**src/rtl/bcc_pkg.sv**
```systemverilog
// Shared constants, types and the carrier magnitude table of the BPSK correlator.
`timescale 1ns / 1ps

package bcc_pkg;

	// Received sample and carrier formats.
	localparam int SAMPLE_W = 16;
	localparam int CARR_W = 16;
	localparam int MAG_W = CARR_W - 1;

	// Carrier table: full-cycle depth, folded onto a quarter wave.
	// The quarter-wave end point is kept apart so the table stays a power of two deep.
	localparam int SINE_DEPTH = 1024;
	localparam int IDX_W = $clog2(SINE_DEPTH);
	localparam int QTR_W = IDX_W - 2;
	localparam int QTR = SINE_DEPTH / 4;
	localparam int MAG_DEPTH = QTR;
	localparam int MAG_AW = $clog2(QTR + 1);

	// Configuration registers.
	localparam int PHASE_W = 32;
	localparam int GAIN_W = 16;
	localparam int SPB_W = 11;
	localparam int CFG_IDX_W = 2;
	localparam int CFG_DATA_W = 32;

	localparam logic [CFG_IDX_W-1:0] REG_PHASE_STEP = 2'd0;
	localparam logic [CFG_IDX_W-1:0] REG_GAIN = 2'd1;
	localparam logic [CFG_IDX_W-1:0] REG_SAMPLES_PER_BIT = 2'd2;

	localparam logic [PHASE_W-1:0] RST_PHASE_STEP = 32'd42949673;
	localparam logic [GAIN_W-1:0] RST_GAIN = 16'd256;
	localparam logic [SPB_W-1:0] RST_SAMPLES_PER_BIT = 11'd100;

	// Bit period counter.
	localparam int CNT_W = 10;
	localparam logic [SPB_W-1:0] MAX_BIT_LEN = 11'd1024;

	// Arithmetic widths.
	localparam int SC_W = SAMPLE_W + CARR_W;
	localparam int FULL_W = SC_W + GAIN_W + 1;
	localparam int PROD_SHIFT = SAMPLE_W + 7;
	localparam int PROD_W = 24;
	localparam int SUM_W = 40;

	// Queue between the front and the back.
	localparam int Q_DEPTH = 4;
	localparam int Q_PTR_W = $clog2(Q_DEPTH);
	localparam int Q_CNT_W = Q_PTR_W + 1;

	// Q30 Taylor coefficients of sin(pi/2 * t).
	localparam logic [63:0] Q30_ONE = 64'd1073741824;
	localparam logic [63:0] COEF_C1 = 64'd1686629713;
	localparam logic [63:0] COEF_C3 = 64'd693598669;
	localparam logic [63:0] COEF_C5 = 64'd85569305;
	localparam logic [63:0] COEF_C7 = 64'd5026994;
	localparam logic [63:0] COEF_C9 = 64'd172272;

	typedef logic [MAG_W-1:0] mag_rom_t [MAG_DEPTH];

	typedef struct packed {
		logic [PHASE_W-1:0] phase_step;
		logic [GAIN_W-1:0] gain;
		logic [SPB_W-1:0] samples_per_bit;
	} cfg_t;

	typedef struct packed {
		logic signed [SAMPLE_W-1:0] sample;
		logic neg;
		logic [MAG_AW-1:0] addr;
		logic last;
	} q_entry_t;

	// Magnitude of sin(pi/2 * a / QTR), rounded to Q15.
	function automatic logic [MAG_W-1:0] mag_entry(int a);
		logic [63:0] t;
		logic [63:0] u;
		logic [63:0] h;
		logic [63:0] s;
		logic [63:0] mag;
		t = 64'(a) << (30 - QTR_W);
		if (t > Q30_ONE) begin
			t = Q30_ONE;
		end
		u = (t * t) >> 30;
		h = COEF_C9;
		h = COEF_C7 - ((u * h) >> 30);
		h = COEF_C5 - ((u * h) >> 30);
		h = COEF_C3 - ((u * h) >> 30);
		h = COEF_C1 - ((u * h) >> 30);
		s = (t * h) >> 30;
		mag = (s + 64'd16384) >> 15;
		if (mag > 64'd32767) begin
			mag = 64'd32767;
		end
		return mag[MAG_W-1:0];
	endfunction

	function automatic mag_rom_t build_mag_rom();
		mag_rom_t rom;
		for (int a = 0; a < MAG_DEPTH; a++) begin
			rom[a] = mag_entry(a);
		end
		return rom;
	endfunction

	localparam mag_rom_t MAG_ROM = build_mag_rom();
	localparam logic [MAG_W-1:0] MAG_PEAK = mag_entry(QTR);

endpackage

```
**src/rtl/bcc_front.sv**
```systemverilog
// Front part: carrier phase accumulator, table address folding and bit period counter.
`timescale 1ns / 1ps

module bcc_front
	import bcc_pkg::*;
(
	input  logic     clk,
	input  logic     arst_n,
	input  cfg_t     cfg,
	input  logic     push,
	input  logic signed [SAMPLE_W-1:0] sample,
	output q_entry_t entry
);

	logic [PHASE_W-1:0] phase_q;
	logic [CNT_W-1:0] count_q;
	logic [IDX_W-1:0] idx;
	logic [QTR_W-1:0] r;
	logic [SPB_W-1:0] len;
	logic [SPB_W-1:0] cnt_inc;
	logic last;

	// The table index is the top of the phase before it advances.
	assign idx = phase_q[PHASE_W-1 -: IDX_W];
	assign r = idx[QTR_W-1:0];

	always_comb begin
		if (cfg.samples_per_bit == '0) begin
			len = SPB_W'(1);
		end else if (cfg.samples_per_bit > MAX_BIT_LEN) begin
			len = MAX_BIT_LEN;
		end else begin
			len = cfg.samples_per_bit;
		end
	end

	assign cnt_inc = SPB_W'(count_q) + SPB_W'(1);
	assign last = (cnt_inc >= len);

	// Odd quadrants read the quarter wave backward, the upper half is negated.
	always_comb begin
		entry.sample = sample;
		entry.neg = idx[IDX_W-1];
		entry.addr = idx[IDX_W-2] ? (MAG_AW'(QTR) - MAG_AW'(r)) : MAG_AW'(r);
		entry.last = last;
	end

	always_ff @(posedge clk or negedge arst_n) begin
		if (!arst_n) begin
			phase_q <= '0;
			count_q <= '0;
		end else if (push) begin
			phase_q <= phase_q + cfg.phase_step;
			count_q <= last ? '0 : cnt_inc[CNT_W-1:0];
		end
	end

	a_count_clears_at_bit_end: assert property (@(posedge clk) disable iff (!arst_n)
		push && last |=> count_q == '0)
		else $error("bit counter did not clear after the last sample of a bit");

endmodule

```
**src/rtl/bcc_queue.sv**
```systemverilog
// Short register queue that decouples the front from the back.
`timescale 1ns / 1ps

module bcc_queue
	import bcc_pkg::*;
(
	input  logic     clk,
	input  logic     arst_n,
	input  logic     push,
	input  q_entry_t wr_entry,
	input  logic     pop,
	output q_entry_t head,
	output logic     full,
	output logic     empty
);

	q_entry_t mem_q [Q_DEPTH];
	logic [Q_PTR_W-1:0] wr_ptr_q;
	logic [Q_PTR_W-1:0] rd_ptr_q;
	logic [Q_CNT_W-1:0] count_q;

	assign full = (count_q == Q_CNT_W'(Q_DEPTH));
	assign empty = (count_q == '0);
	assign head = mem_q[rd_ptr_q];

	always_ff @(posedge clk) begin
		if (push) begin
			mem_q[wr_ptr_q] <= wr_entry;
		end
	end

	always_ff @(posedge clk or negedge arst_n) begin
		if (!arst_n) begin
			wr_ptr_q <= '0;
			rd_ptr_q <= '0;
			count_q <= '0;
		end else begin
			if (push) begin
				wr_ptr_q <= wr_ptr_q + Q_PTR_W'(1);
			end
			if (pop) begin
				rd_ptr_q <= rd_ptr_q + Q_PTR_W'(1);
			end
			if (push && !pop) begin
				count_q <= count_q + Q_CNT_W'(1);
			end else if (pop && !push) begin
				count_q <= count_q - Q_CNT_W'(1);
			end
		end
	end

	a_no_overfill: assert property (@(posedge clk) disable iff (!arst_n)
		count_q <= Q_CNT_W'(Q_DEPTH))
		else $error("queue fill count exceeds its depth");

	a_no_push_when_full: assert property (@(posedge clk) disable iff (!arst_n)
		full |-> !push)
		else $error("request written into a full queue");

	a_no_pop_when_empty: assert property (@(posedge clk) disable iff (!arst_n)
		empty |-> !pop)
		else $error("request read from an empty queue");

endmodule

```
**src/rtl/bcc_back.sv**
```systemverilog
// Back part: carrier lookup, two multiplier stages, saturation and the integrate-and-dump.
`timescale 1ns / 1ps

module bcc_back
	import bcc_pkg::*;
(
	input  logic     clk,
	input  logic     arst_n,
	input  cfg_t     cfg,
	input  q_entry_t head,
	input  logic     empty,
	output logic     pop,
	output logic     out_valid,
	input  logic     out_stall,
	output logic signed [PROD_W-1:0] product,
	output logic signed [SUM_W-1:0] running_sum,
	output logic     decision,
	output logic     bit_end
);

	localparam logic signed [PROD_W-1:0] PROD_MAX = {1'b0, {(PROD_W-1){1'b1}}};
	localparam logic signed [PROD_W-1:0] PROD_MIN = {1'b1, {(PROD_W-1){1'b0}}};

	logic en;

	logic v_s1, v_s2, v_s3, v_s4;
	logic last_s1, last_s2, last_s3, last_s4;
	logic signed [SAMPLE_W-1:0] sample_s1;
	logic signed [CARR_W-1:0] carrier_s1;
	logic signed [SC_W-1:0] sc_s2;
	logic signed [FULL_W-1:0] full_s3;
	logic signed [PROD_W-1:0] prod_s4;

	logic out_valid_q;
	logic signed [PROD_W-1:0] product_q;
	logic signed [SUM_W-1:0] running_sum_q;
	logic decision_q;
	logic bit_end_q;
	logic signed [SUM_W-1:0] integ_q;

	logic [MAG_W-1:0] mag_rd;
	logic signed [CARR_W-1:0] mag_ext;
	logic signed [CARR_W-1:0] carrier_d;
	logic signed [SC_W-1:0] sc_d;
	logic signed [FULL_W-1:0] full_d;
	logic top_same;
	logic signed [PROD_W-1:0] prod_d;
	logic signed [SUM_W-1:0] sum_d;

	// The whole pipeline holds while a finished result waits at the output.
	assign en = !out_valid_q || !out_stall;
	assign pop = en && !empty;

	// The quarter-wave peak sits just past the end of the table.
	assign mag_rd = (head.addr == MAG_AW'(QTR)) ? MAG_PEAK : MAG_ROM[head.addr[QTR_W-1:0]];
	assign mag_ext = $signed({1'b0, mag_rd});
	assign carrier_d = head.neg ? -mag_ext : mag_ext;
	assign sc_d = sample_s1 * carrier_s1;
	assign full_d = sc_s2 * $signed({1'b0, cfg.gain});

	// Dropping the low bits floors the value; the rest saturates when its top disagrees.
	assign top_same = (full_s3[FULL_W-1:PROD_SHIFT+PROD_W-1] == '0)
		|| (full_s3[FULL_W-1:PROD_SHIFT+PROD_W-1] == '1);

	always_comb begin
		if (top_same) begin
			prod_d = full_s3[PROD_SHIFT+PROD_W-1:PROD_SHIFT];
		end else if (full_s3[FULL_W-1]) begin
			prod_d = PROD_MIN;
		end else begin
			prod_d = PROD_MAX;
		end
	end

	assign sum_d = integ_q + SUM_W'(prod_s4);

	always_ff @(posedge clk or negedge arst_n) begin
		if (!arst_n) begin
			v_s1 <= 1'b0;
			v_s2 <= 1'b0;
			v_s3 <= 1'b0;
			v_s4 <= 1'b0;
			out_valid_q <= 1'b0;
			integ_q <= '0;
		end else if (en) begin
			v_s1 <= !empty;
			v_s2 <= v_s1;
			v_s3 <= v_s2;
			v_s4 <= v_s3;
			out_valid_q <= v_s4;
			if (v_s4) begin
				integ_q <= last_s4 ? '0 : sum_d;
			end
		end
	end

	always_ff @(posedge clk) begin
		if (en) begin
			sample_s1 <= head.sample;
			carrier_s1 <= carrier_d;
			last_s1 <= head.last;
			sc_s2 <= sc_d;
			last_s2 <= last_s1;
			full_s3 <= full_d;
			last_s3 <= last_s2;
			prod_s4 <= prod_d;
			last_s4 <= last_s3;
			product_q <= prod_s4;
			running_sum_q <= sum_d;
			decision_q <= !sum_d[SUM_W-1] && (sum_d != '0);
			bit_end_q <= last_s4;
		end
	end

	assign out_valid = out_valid_q;
	assign product = product_q;
	assign running_sum = running_sum_q;
	assign decision = decision_q;
	assign bit_end = bit_end_q;

	a_dump_after_bit_end: assert property (@(posedge clk) disable iff (!arst_n)
		en && v_s4 && last_s4 |=> integ_q == '0)
		else $error("integrator not cleared after the last sample of a bit");

	a_decision_matches_sum: assert property (@(posedge clk) disable iff (!arst_n)
		out_valid_q && decision_q |-> !running_sum_q[SUM_W-1] && running_sum_q != '0)
		else $error("decision bit disagrees with the running sum");

endmodule

```
**src/rtl/bpsk_coherent_correlator_core.sv**
```systemverilog
// Top level of the coherent BPSK correlation demodulator.
//
// Channel   Direction  Handshake           Payload
// input     in         in_valid/in_stall   sample
// output    out        out_valid/out_stall product, running_sum, decision, bit_end
// config    in         cfg_wr_en           cfg_index, cfg_wdata
//
// One sample is taken per clock while in_stall is low, and one result per sample
// leaves per clock while out_stall is low. Each result passes a queue entry, the carrier
// table read, the sample-by-carrier and gain multipliers, saturation, then the integrator.
// Reset loads the register defaults and clears phase, bit counter and integrator.
// in_stall rises when the four-entry queue is full; out_stall freezes the back pipeline.
`timescale 1ns / 1ps

module bpsk_coherent_correlator_core
	import bcc_pkg::*;
(
	input  logic clk,
	input  logic arst_n,
	input  logic in_valid,
	output logic in_stall,
	input  logic signed [SAMPLE_W-1:0] sample,
	output logic out_valid,
	input  logic out_stall,
	output logic signed [PROD_W-1:0] product,
	output logic signed [SUM_W-1:0] running_sum,
	output logic decision,
	output logic bit_end,
	input  logic cfg_wr_en,
	input  logic [CFG_IDX_W-1:0] cfg_index,
	input  logic [CFG_DATA_W-1:0] cfg_wdata
);

	cfg_t cfg_q;
	q_entry_t front_entry;
	q_entry_t head;
	logic push;
	logic pop;
	logic full;
	logic empty;

	always_ff @(posedge clk or negedge arst_n) begin
		if (!arst_n) begin
			cfg_q.phase_step <= RST_PHASE_STEP;
			cfg_q.gain <= RST_GAIN;
			cfg_q.samples_per_bit <= RST_SAMPLES_PER_BIT;
		end else if (cfg_wr_en) begin
			unique case (cfg_index)
				REG_PHASE_STEP: cfg_q.phase_step <= cfg_wdata[PHASE_W-1:0];
				REG_GAIN: cfg_q.gain <= cfg_wdata[GAIN_W-1:0];
				REG_SAMPLES_PER_BIT: cfg_q.samples_per_bit <= cfg_wdata[SPB_W-1:0];
				default: ;
			endcase
		end
	end

	assign in_stall = full;
	assign push = in_valid && !full;

	bcc_front u_front (
		.clk    (clk),
		.arst_n (arst_n),
		.cfg    (cfg_q),
		.push   (push),
		.sample (sample),
		.entry  (front_entry)
	);

	bcc_queue u_queue (
		.clk      (clk),
		.arst_n   (arst_n),
		.push     (push),
		.wr_entry (front_entry),
		.pop      (pop),
		.head     (head),
		.full     (full),
		.empty    (empty)
	);

	bcc_back u_back (
		.clk         (clk),
		.arst_n      (arst_n),
		.cfg         (cfg_q),
		.head        (head),
		.empty       (empty),
		.pop         (pop),
		.out_valid   (out_valid),
		.out_stall   (out_stall),
		.product     (product),
		.running_sum (running_sum),
		.decision    (decision),
		.bit_end     (bit_end)
	);

endmodule

```
**config.mk**
```make
export PLATFORM = sky130hd
export DESIGN_NAME = bpsk_coherent_correlator_core
export DESIGN_NICKNAME = d
export VERILOG_FILES = /design/src/rtl/bcc_pkg.sv /design/src/rtl/bcc_front.sv /design/src/rtl/bcc_queue.sv /design/src/rtl/bcc_back.sv /design/src/rtl/bpsk_coherent_correlator_core.sv
export SDC_FILE = /design/constraint.sdc
export NUM_CORES = 2
export LEC_CHECK = 0
export BUFFER_PORTS_ARGS = -buffer_cell sky130_fd_sc_hd__buf_2
export CORE_ASPECT_RATIO = 0.75
export CORE_MARGIN = 10
export CORE_UTILIZATION = 30
export CTS_BUF_LIST = sky130_fd_sc_hd__clkbuf_4
export CTS_CLUSTER_DIAMETER = 80
export DETAILED_ROUTE_END_ITERATION = 8
export PLACE_DENSITY_LB_ADDON = 0.1
export SYNTH_ARGS = -nofsm -noshare
export SYNTH_HDL_FRONTEND = slang
export SYNTH_HIERARCHICAL = 1
export SYNTH_SLANG_ARGS = --single-unit
```
**constraint.sdc**
```tcl
create_clock -name clk -period 18.44 [get_ports clk]
set_clock_uncertainty 0.15 [all_clocks]
set_input_delay 4.61 -clock clk [delete_from_list [all_inputs] [get_ports clk]]
set_output_delay 4.61 -clock clk [all_outputs]
set_load 0.01 [all_outputs]
```
After elaboration in Yosys (flattened, before gate mapping)
Memories as Yosys holds them, arrays and structs flattened. Cells that the tools add are included.

Equality and inequality tests: 5. Multipliers: 2. Reductions and logical operators: 24. Bitwise logic cells: 1. Muxes and demuxes: 15. $lt $le $gt $ge: 3. $add $sub $neg: 9.

Operator list (number): $mux W15 (4); $mul A32 B17 Y49 (1); $mux W24 (2); $add A40 B24 Y40 (1); $mux W40 (1); $reduce_bool A40 Y1 (1); $add A32 B32 Y32 (1); $mul A16 B16 Y32 (1); $mux W11 (2); $neg A15 Y16 (1); $add A10 B1 Y11 const B (1); $ge A11 B11 Y1 (1); $gt A11 B11 Y1 const B (1); $logic_not A11 Y1 (1); $mux W10 (1); $eq A9 B9 Y1 const B (1); $ge A9 B9 Y1 const B (1); $mux W9 (1); $not A8 Y9 (1); $sub A9 B8 Y9 const A (1); $reduce_and A2 Y1 (4); $logic_not A1 Y1 (7); $eq A3 B3 Y1 const B (2); $logic_not A3 Y1 (2); 11 further kinds (19).

Input bits: 55. Bits in writable memories: 108. Output and inout port bits: 68. Bits in registers: 360. Memories kept: 2. Bits in read-only memories: 3840. Logic and storage cells: 89.

Memories: (name not given) (words 256, width 15, rd ports 1, clocked after memory_dff 0, wr ports 0, line bcc_back.sv:55) `assign mag_rd = (head.addr == MAG_AW'(QTR)) ? MAG_PEAK : MAG_ROM[head.addr[QTR_W-1:0]];`; u_queue.mem_q (words 4, width 27, rd ports 1, clocked after memory_dff 0, wr ports 1, line bcc_queue.sv:17) `q_entry_t mem_q [Q_DEPTH];`.

Longest topological paths before layout
An unclocked memory read counts as a cell.

Word-level depth: 8. Depth in mapped cells: 27. Gate-level depth less buffers: 25.

Cells and area by module
The synthesis kept the hierarchy.

Modules (own cells, without submodules): bcc_back (times used 1, area each 41638.7 um2, cells each 4431); bcc_queue (times used 1, area each 4299.1 um2, cells each 175); bcc_front (times used 1, area each 3872.5 um2, cells each 439); bpsk_coherent_correlator_core (times used 1, area each 2258.4 um2, cells each 127).

Worst setup path after synthesis
OpenSTA, ideal clock, no wires.

Path kind: in2reg. Start: in out_stall. End: reg u_back.integ_q[24]. Cell stages on the path: 5. Path slack: 7.725 ns. Path buffers: 1. Data required time: 18.223 ns. Data arrival time: 10.498 ns. Cell sequence: nand2_1 > nand2_1 > nor2_1 > clkbuf_1 > a22o_1.

Word-level cells in the longest chain between the ends: 3.

RTL lines: start, declared (line bpsk_coherent_correlator_core.sv:24) `input logic out_stall,`; $logic_not A1 Y1 (line bcc_back.sv:51) `assign en = !out_valid_q || !out_stall;`; $logic_or A1 B1 Y1 (line bcc_back.sv:51); $reduce_and A2 Y1 (no line); end signal, assigned (line bcc_back.sv:92) `integ_q <= last_s4 ? '0 : sum_d;`; end, declared (line bcc_back.sv:39) `logic signed [SUM_W-1:0] integ_q;`.

Every way passes these cells. A chain may end at the register's enable or synchronous reset.

Worst setup path after layout
Start: reg cfg_q[18] (netlist bit). End: reg u_back.full_s3[31] (data pin).

Word-level cells in the longest chain between the ends: 1.

RTL lines: start, declared (line bpsk_coherent_correlator_core.sv:34) `cfg_t cfg_q;`; $mul A32 B17 Y49 (line bcc_back.sv:59) `assign full_d = sc_s2 * $signed({1'b0, cfg.gain});`; net u_back.full_d[31] (line bcc_back.sv:45) `logic signed [FULL_W-1:0] full_d;`; end signal, assigned (line bcc_back.sv:104) `full_s3 <= full_d;`; end, declared (line bcc_back.sv:31) `logic signed [FULL_W-1:0] full_s3;`.

The timed path passes the listed nets, and every way through them passes these cells.

==> results.tsv <==
metric	value	unit
status	finished clean	
yosys.area.top_type	fa_1	
postRouteAntennaNets	0	
crit_family	adder cells	
cp_data_arrival_time	8.19	ns
numCtsBuffers	118	
slew_violations	0	
synthMuxAreaShare	3.85	%
synthAdderAreaFrac	36.3	%
syn-cell-area	52100	µm²
clock_latency	1.09	ns
synthTopCellsByCount	inv_1, fa_1, nand2_1, and2_1, ha_1	
path_cells	and2_1 -> fa_1 -> inv_1 -> fa_1 -> fa_1 -> inv_1 -> fa_1 -> fa_1 -> inv_1 -> fa_1 -> inv_1 -> ha_1 -> and4_1 -> o21ai_0 -> a21oi_1 -> a2111oi_2 -> buf_4 -> o21ai_0 -> a21o_1 -> a21o_1 -> a21o_1 -> a21oi_1 -> xnor2_1	
syn-num-nets	6285	
grt_pass1_wl	241	mm
h-tree-depth	3	
fin_setup_tns	0	ns
drive_above_1_share	11.1	%
rr_worst_depth	23	
ff2ff_setup_slack	10.85	ns
routedWlPerCell	20.4	µm
cp_data_required_time	19.04	ns
use_met2	22.7	%
timing.rr.start	cfg_q[18]	
clk_pin_slew	0.07	ns
cp_common_cell	fa_1	
synthXorXnorAreaFrac	2.49	%
grt_overflow	0	
drc	0	
io_pins	123	
timing_worst_setup_path_type	flip-flop to flip-flop	
coreArea	173000	µm²
synth_edf_count	292	
synth-simple-area-share	13.9	%
cpMaxStageDelayCell	dfrtp_1	
routed_wl	155	mm
fmax	132	MHz
end_kind	flip-flop	
final_net_count	6301	
drt_pass1_iterations	8	
cts_resized	0	
use_met3	2.68	%
period_needed	7.59	ns
busiest_layer	met1	
min_delay_path_depth	0	
fin_crit_sh	41.2	%
antenna_found_initial	12	
hp-start	u_back/last_s3	
synth.area.top_cells	fa_1, edfxtp_1, ha_1, dfrtp_1, inv_1	
drt-initial-drc-count	2531	
synth_top_flop_cell	edfxtp_1	
tritoncts	built	
cts_sinks	445	
rsz0062_at_grt	false	
netlist.area_leader.share	28.9	%
die_y	381	µm
root_buffer	clkbuf_4	
ys_seq_elements	445	
place.gp.congestion	0.891	
syn_to_final_growth	8.16	%
cts_hold_buffers	0	
worstMarginPinSlew	1.25	ns
max_stage_delay	1.15	ns
synth_most_common_cell	inv_1	
dieWidth	501	µm
rr_endpoint	u_back/full_s3[31]	
syn_area_per_cell	10.1	µm²
row_count	132	
async_flop_share	34.4	%
postCtsSetupRepairBufs	0	
start_util	30.2	%
num_vias	36650	
setup_viol	0	
clk_path_buf_depth	3	
start_kind	flip-flop	
hpwlAfterDp	116	mm
synth_cell_types	112	
seq_area_frac_synth	24.2	%
hold_class	flip-flop to flip-flop	
grtUsageMet1	25.4	%
drv_cap	0	
critPathBufInv	5	
synth_top_family_by_area	adder cells	
synth_compound_area_share	10.3	%
path_max_fanout	34	
avgViaCountPerCell	4.83	
yosysWarnings	6	
grt_pass1_vias	38097	
port_buffers	122	
holdPathEnd	u_back/last_s4	
relSlewSlack	16.9	%
grt_max_degree	72	
synthCells	5172	
hold_viol	0	
die-area	191000	µm²
grtUsageTotal	16.0	%
## logic make-up (layout without fill, tap and decap cells)
logic type / after synthesis / after routing
simple gates: 1438 / 1438
mux: 141 / 141
fa+ha+maj: 1059 / 1059
compound gates: 781 / 781
buf+inv: 1160 / 1281
other cells: 0 / 10
flops: 445 / 445
xor+xnor: 148 / 148
## routing by layer
metal / part of all wire, % / wire (µm) / vias to the layer above
met1: 52 / 80900 / 18591
met3: 5.1 / 7920 / 158
met5: 0.034 / 53 / -
li1: - / - / 17005
met4: 1.4 / 2220 / 8
met2: 41 / 63400 / 888
## metrics by stage
| step | cell area [µm²] | util [%] | worst slack, ns | hold slack (ns) | std cells |
|---|---|---|---|---|---|
| after detailed placement | 54600 | 31.7 | 10.83 | 0.258 | 7346 |
| final | 56300 | 32.6 | 10.85 | 0.272 | 7581 |
| after floorplan | 52100 | - | 7.73 | 0.250 | 5172 |
| after global placement | 54600 | 31.7 | 10.87 | 0.257 | 7346 |
| after CTS | 56300 | 32.6 | 10.84 | 0.274 | 7571 |
| after global routing | 56300 | 32.6 | 10.46 | 0.297 | 7575 |
## area by class of cell
| type | instances | area [µm²] |
|---|---|---|
| well taps | 2278 | 2850 |
| diodes | 10 | 25.0 |
| clock buffers | 183 | 1370 |
| fillers | 17831 | 116000 |
| inverters | 879 | 3300 |
| clock inverters | 42 | 282 |
| multi-input cells | 3567 | 34800 |
| repair buffers | 177 | 1030 |
| flip-flops and latches | 445 | 12600 |
## registers in the layout, indices dropped and copies added, names as in the netlist, 2 cells and up
| name | cells |
|---|---|
| u_queue/mem_q | 108 |
| u_back/carrier_s1 | 16 |
| u_back/sample_s1 | 16 |
| u_back/integ_q | 40 |
| u_queue/count_q | 3 |
| u_back/product | 24 |
| u_back/prod_s4 | 24 |
| u_front/phase_q | 32 |
| u_back/sc_s2 | 32 |
| cfg_q | 59 |
| u_back/full_s3 | 26 |
| u_queue/rd_ptr_q | 2 |
| u_back/running_sum | 40 |
| u_queue/wr_ptr_q | 2 |
| u_front/count_q | 10 |
## how the worst max path moves through the flow
stage / slack (ns) / end / cells after the start / start
after floorplan: 7.73 / u_back/integ_q[24] / 5 / out_stall
after global placement: 10.87 / u_back/full_s3[48] / 21 / cfg_q[18]
after detailed placement: 10.83 / u_back/full_s3[48] / 21 / cfg_q[18]
after CTS: 10.84 / u_back/full_s3[40] / 21 / cfg_q[18]
after global routing: 10.46 / u_back/full_s3[40] / 21 / cfg_q[18]
final: 10.85 / u_back/full_s3[31] / 23 / cfg_q[18]
## cells in the final DEF, fill, tap and decap left out, types with 47 or more instances in the layout
| cell type | n |
|---|---|
| o21ai_0 | 128 |
| nand2b_1 | 47 |
| dfrtp_1 | 135 |
| ha_1 | 306 |
| a211oi_1 | 51 |
| edfxtp_1 | 292 |
| nor2_1 | 120 |
| nor3_1 | 53 |
| xnor2_1 | 110 |
| fa_1 | 752 |
| a21o_1 | 50 |
| clkbuf_4 | 183 |
| and2_1 | 375 |
| nand3_1 | 64 |
| mux2_2 | 85 |
| nand2_1 | 592 |
| buf_4 | 55 |
| buf_2 | 121 |
| inv_1 | 874 |
| a21oi_1 | 186 |
## worst register-to-register path, delay by kind of cell, from the launching register on
family                     cells  cell delay [ns]
adders and majority gates      7             3.15
buffers and inverters          5             0.42
DFF                            1             1.15
xor gates and xnor gates       1             0.14
and+or+nand+nor                2             0.50
AOI/OAI and AO/OA              8             1.81
Power is left out: the tool's default activity adds up to more than one toggle a clock period on the data nets, which glitch-free logic cannot reach.
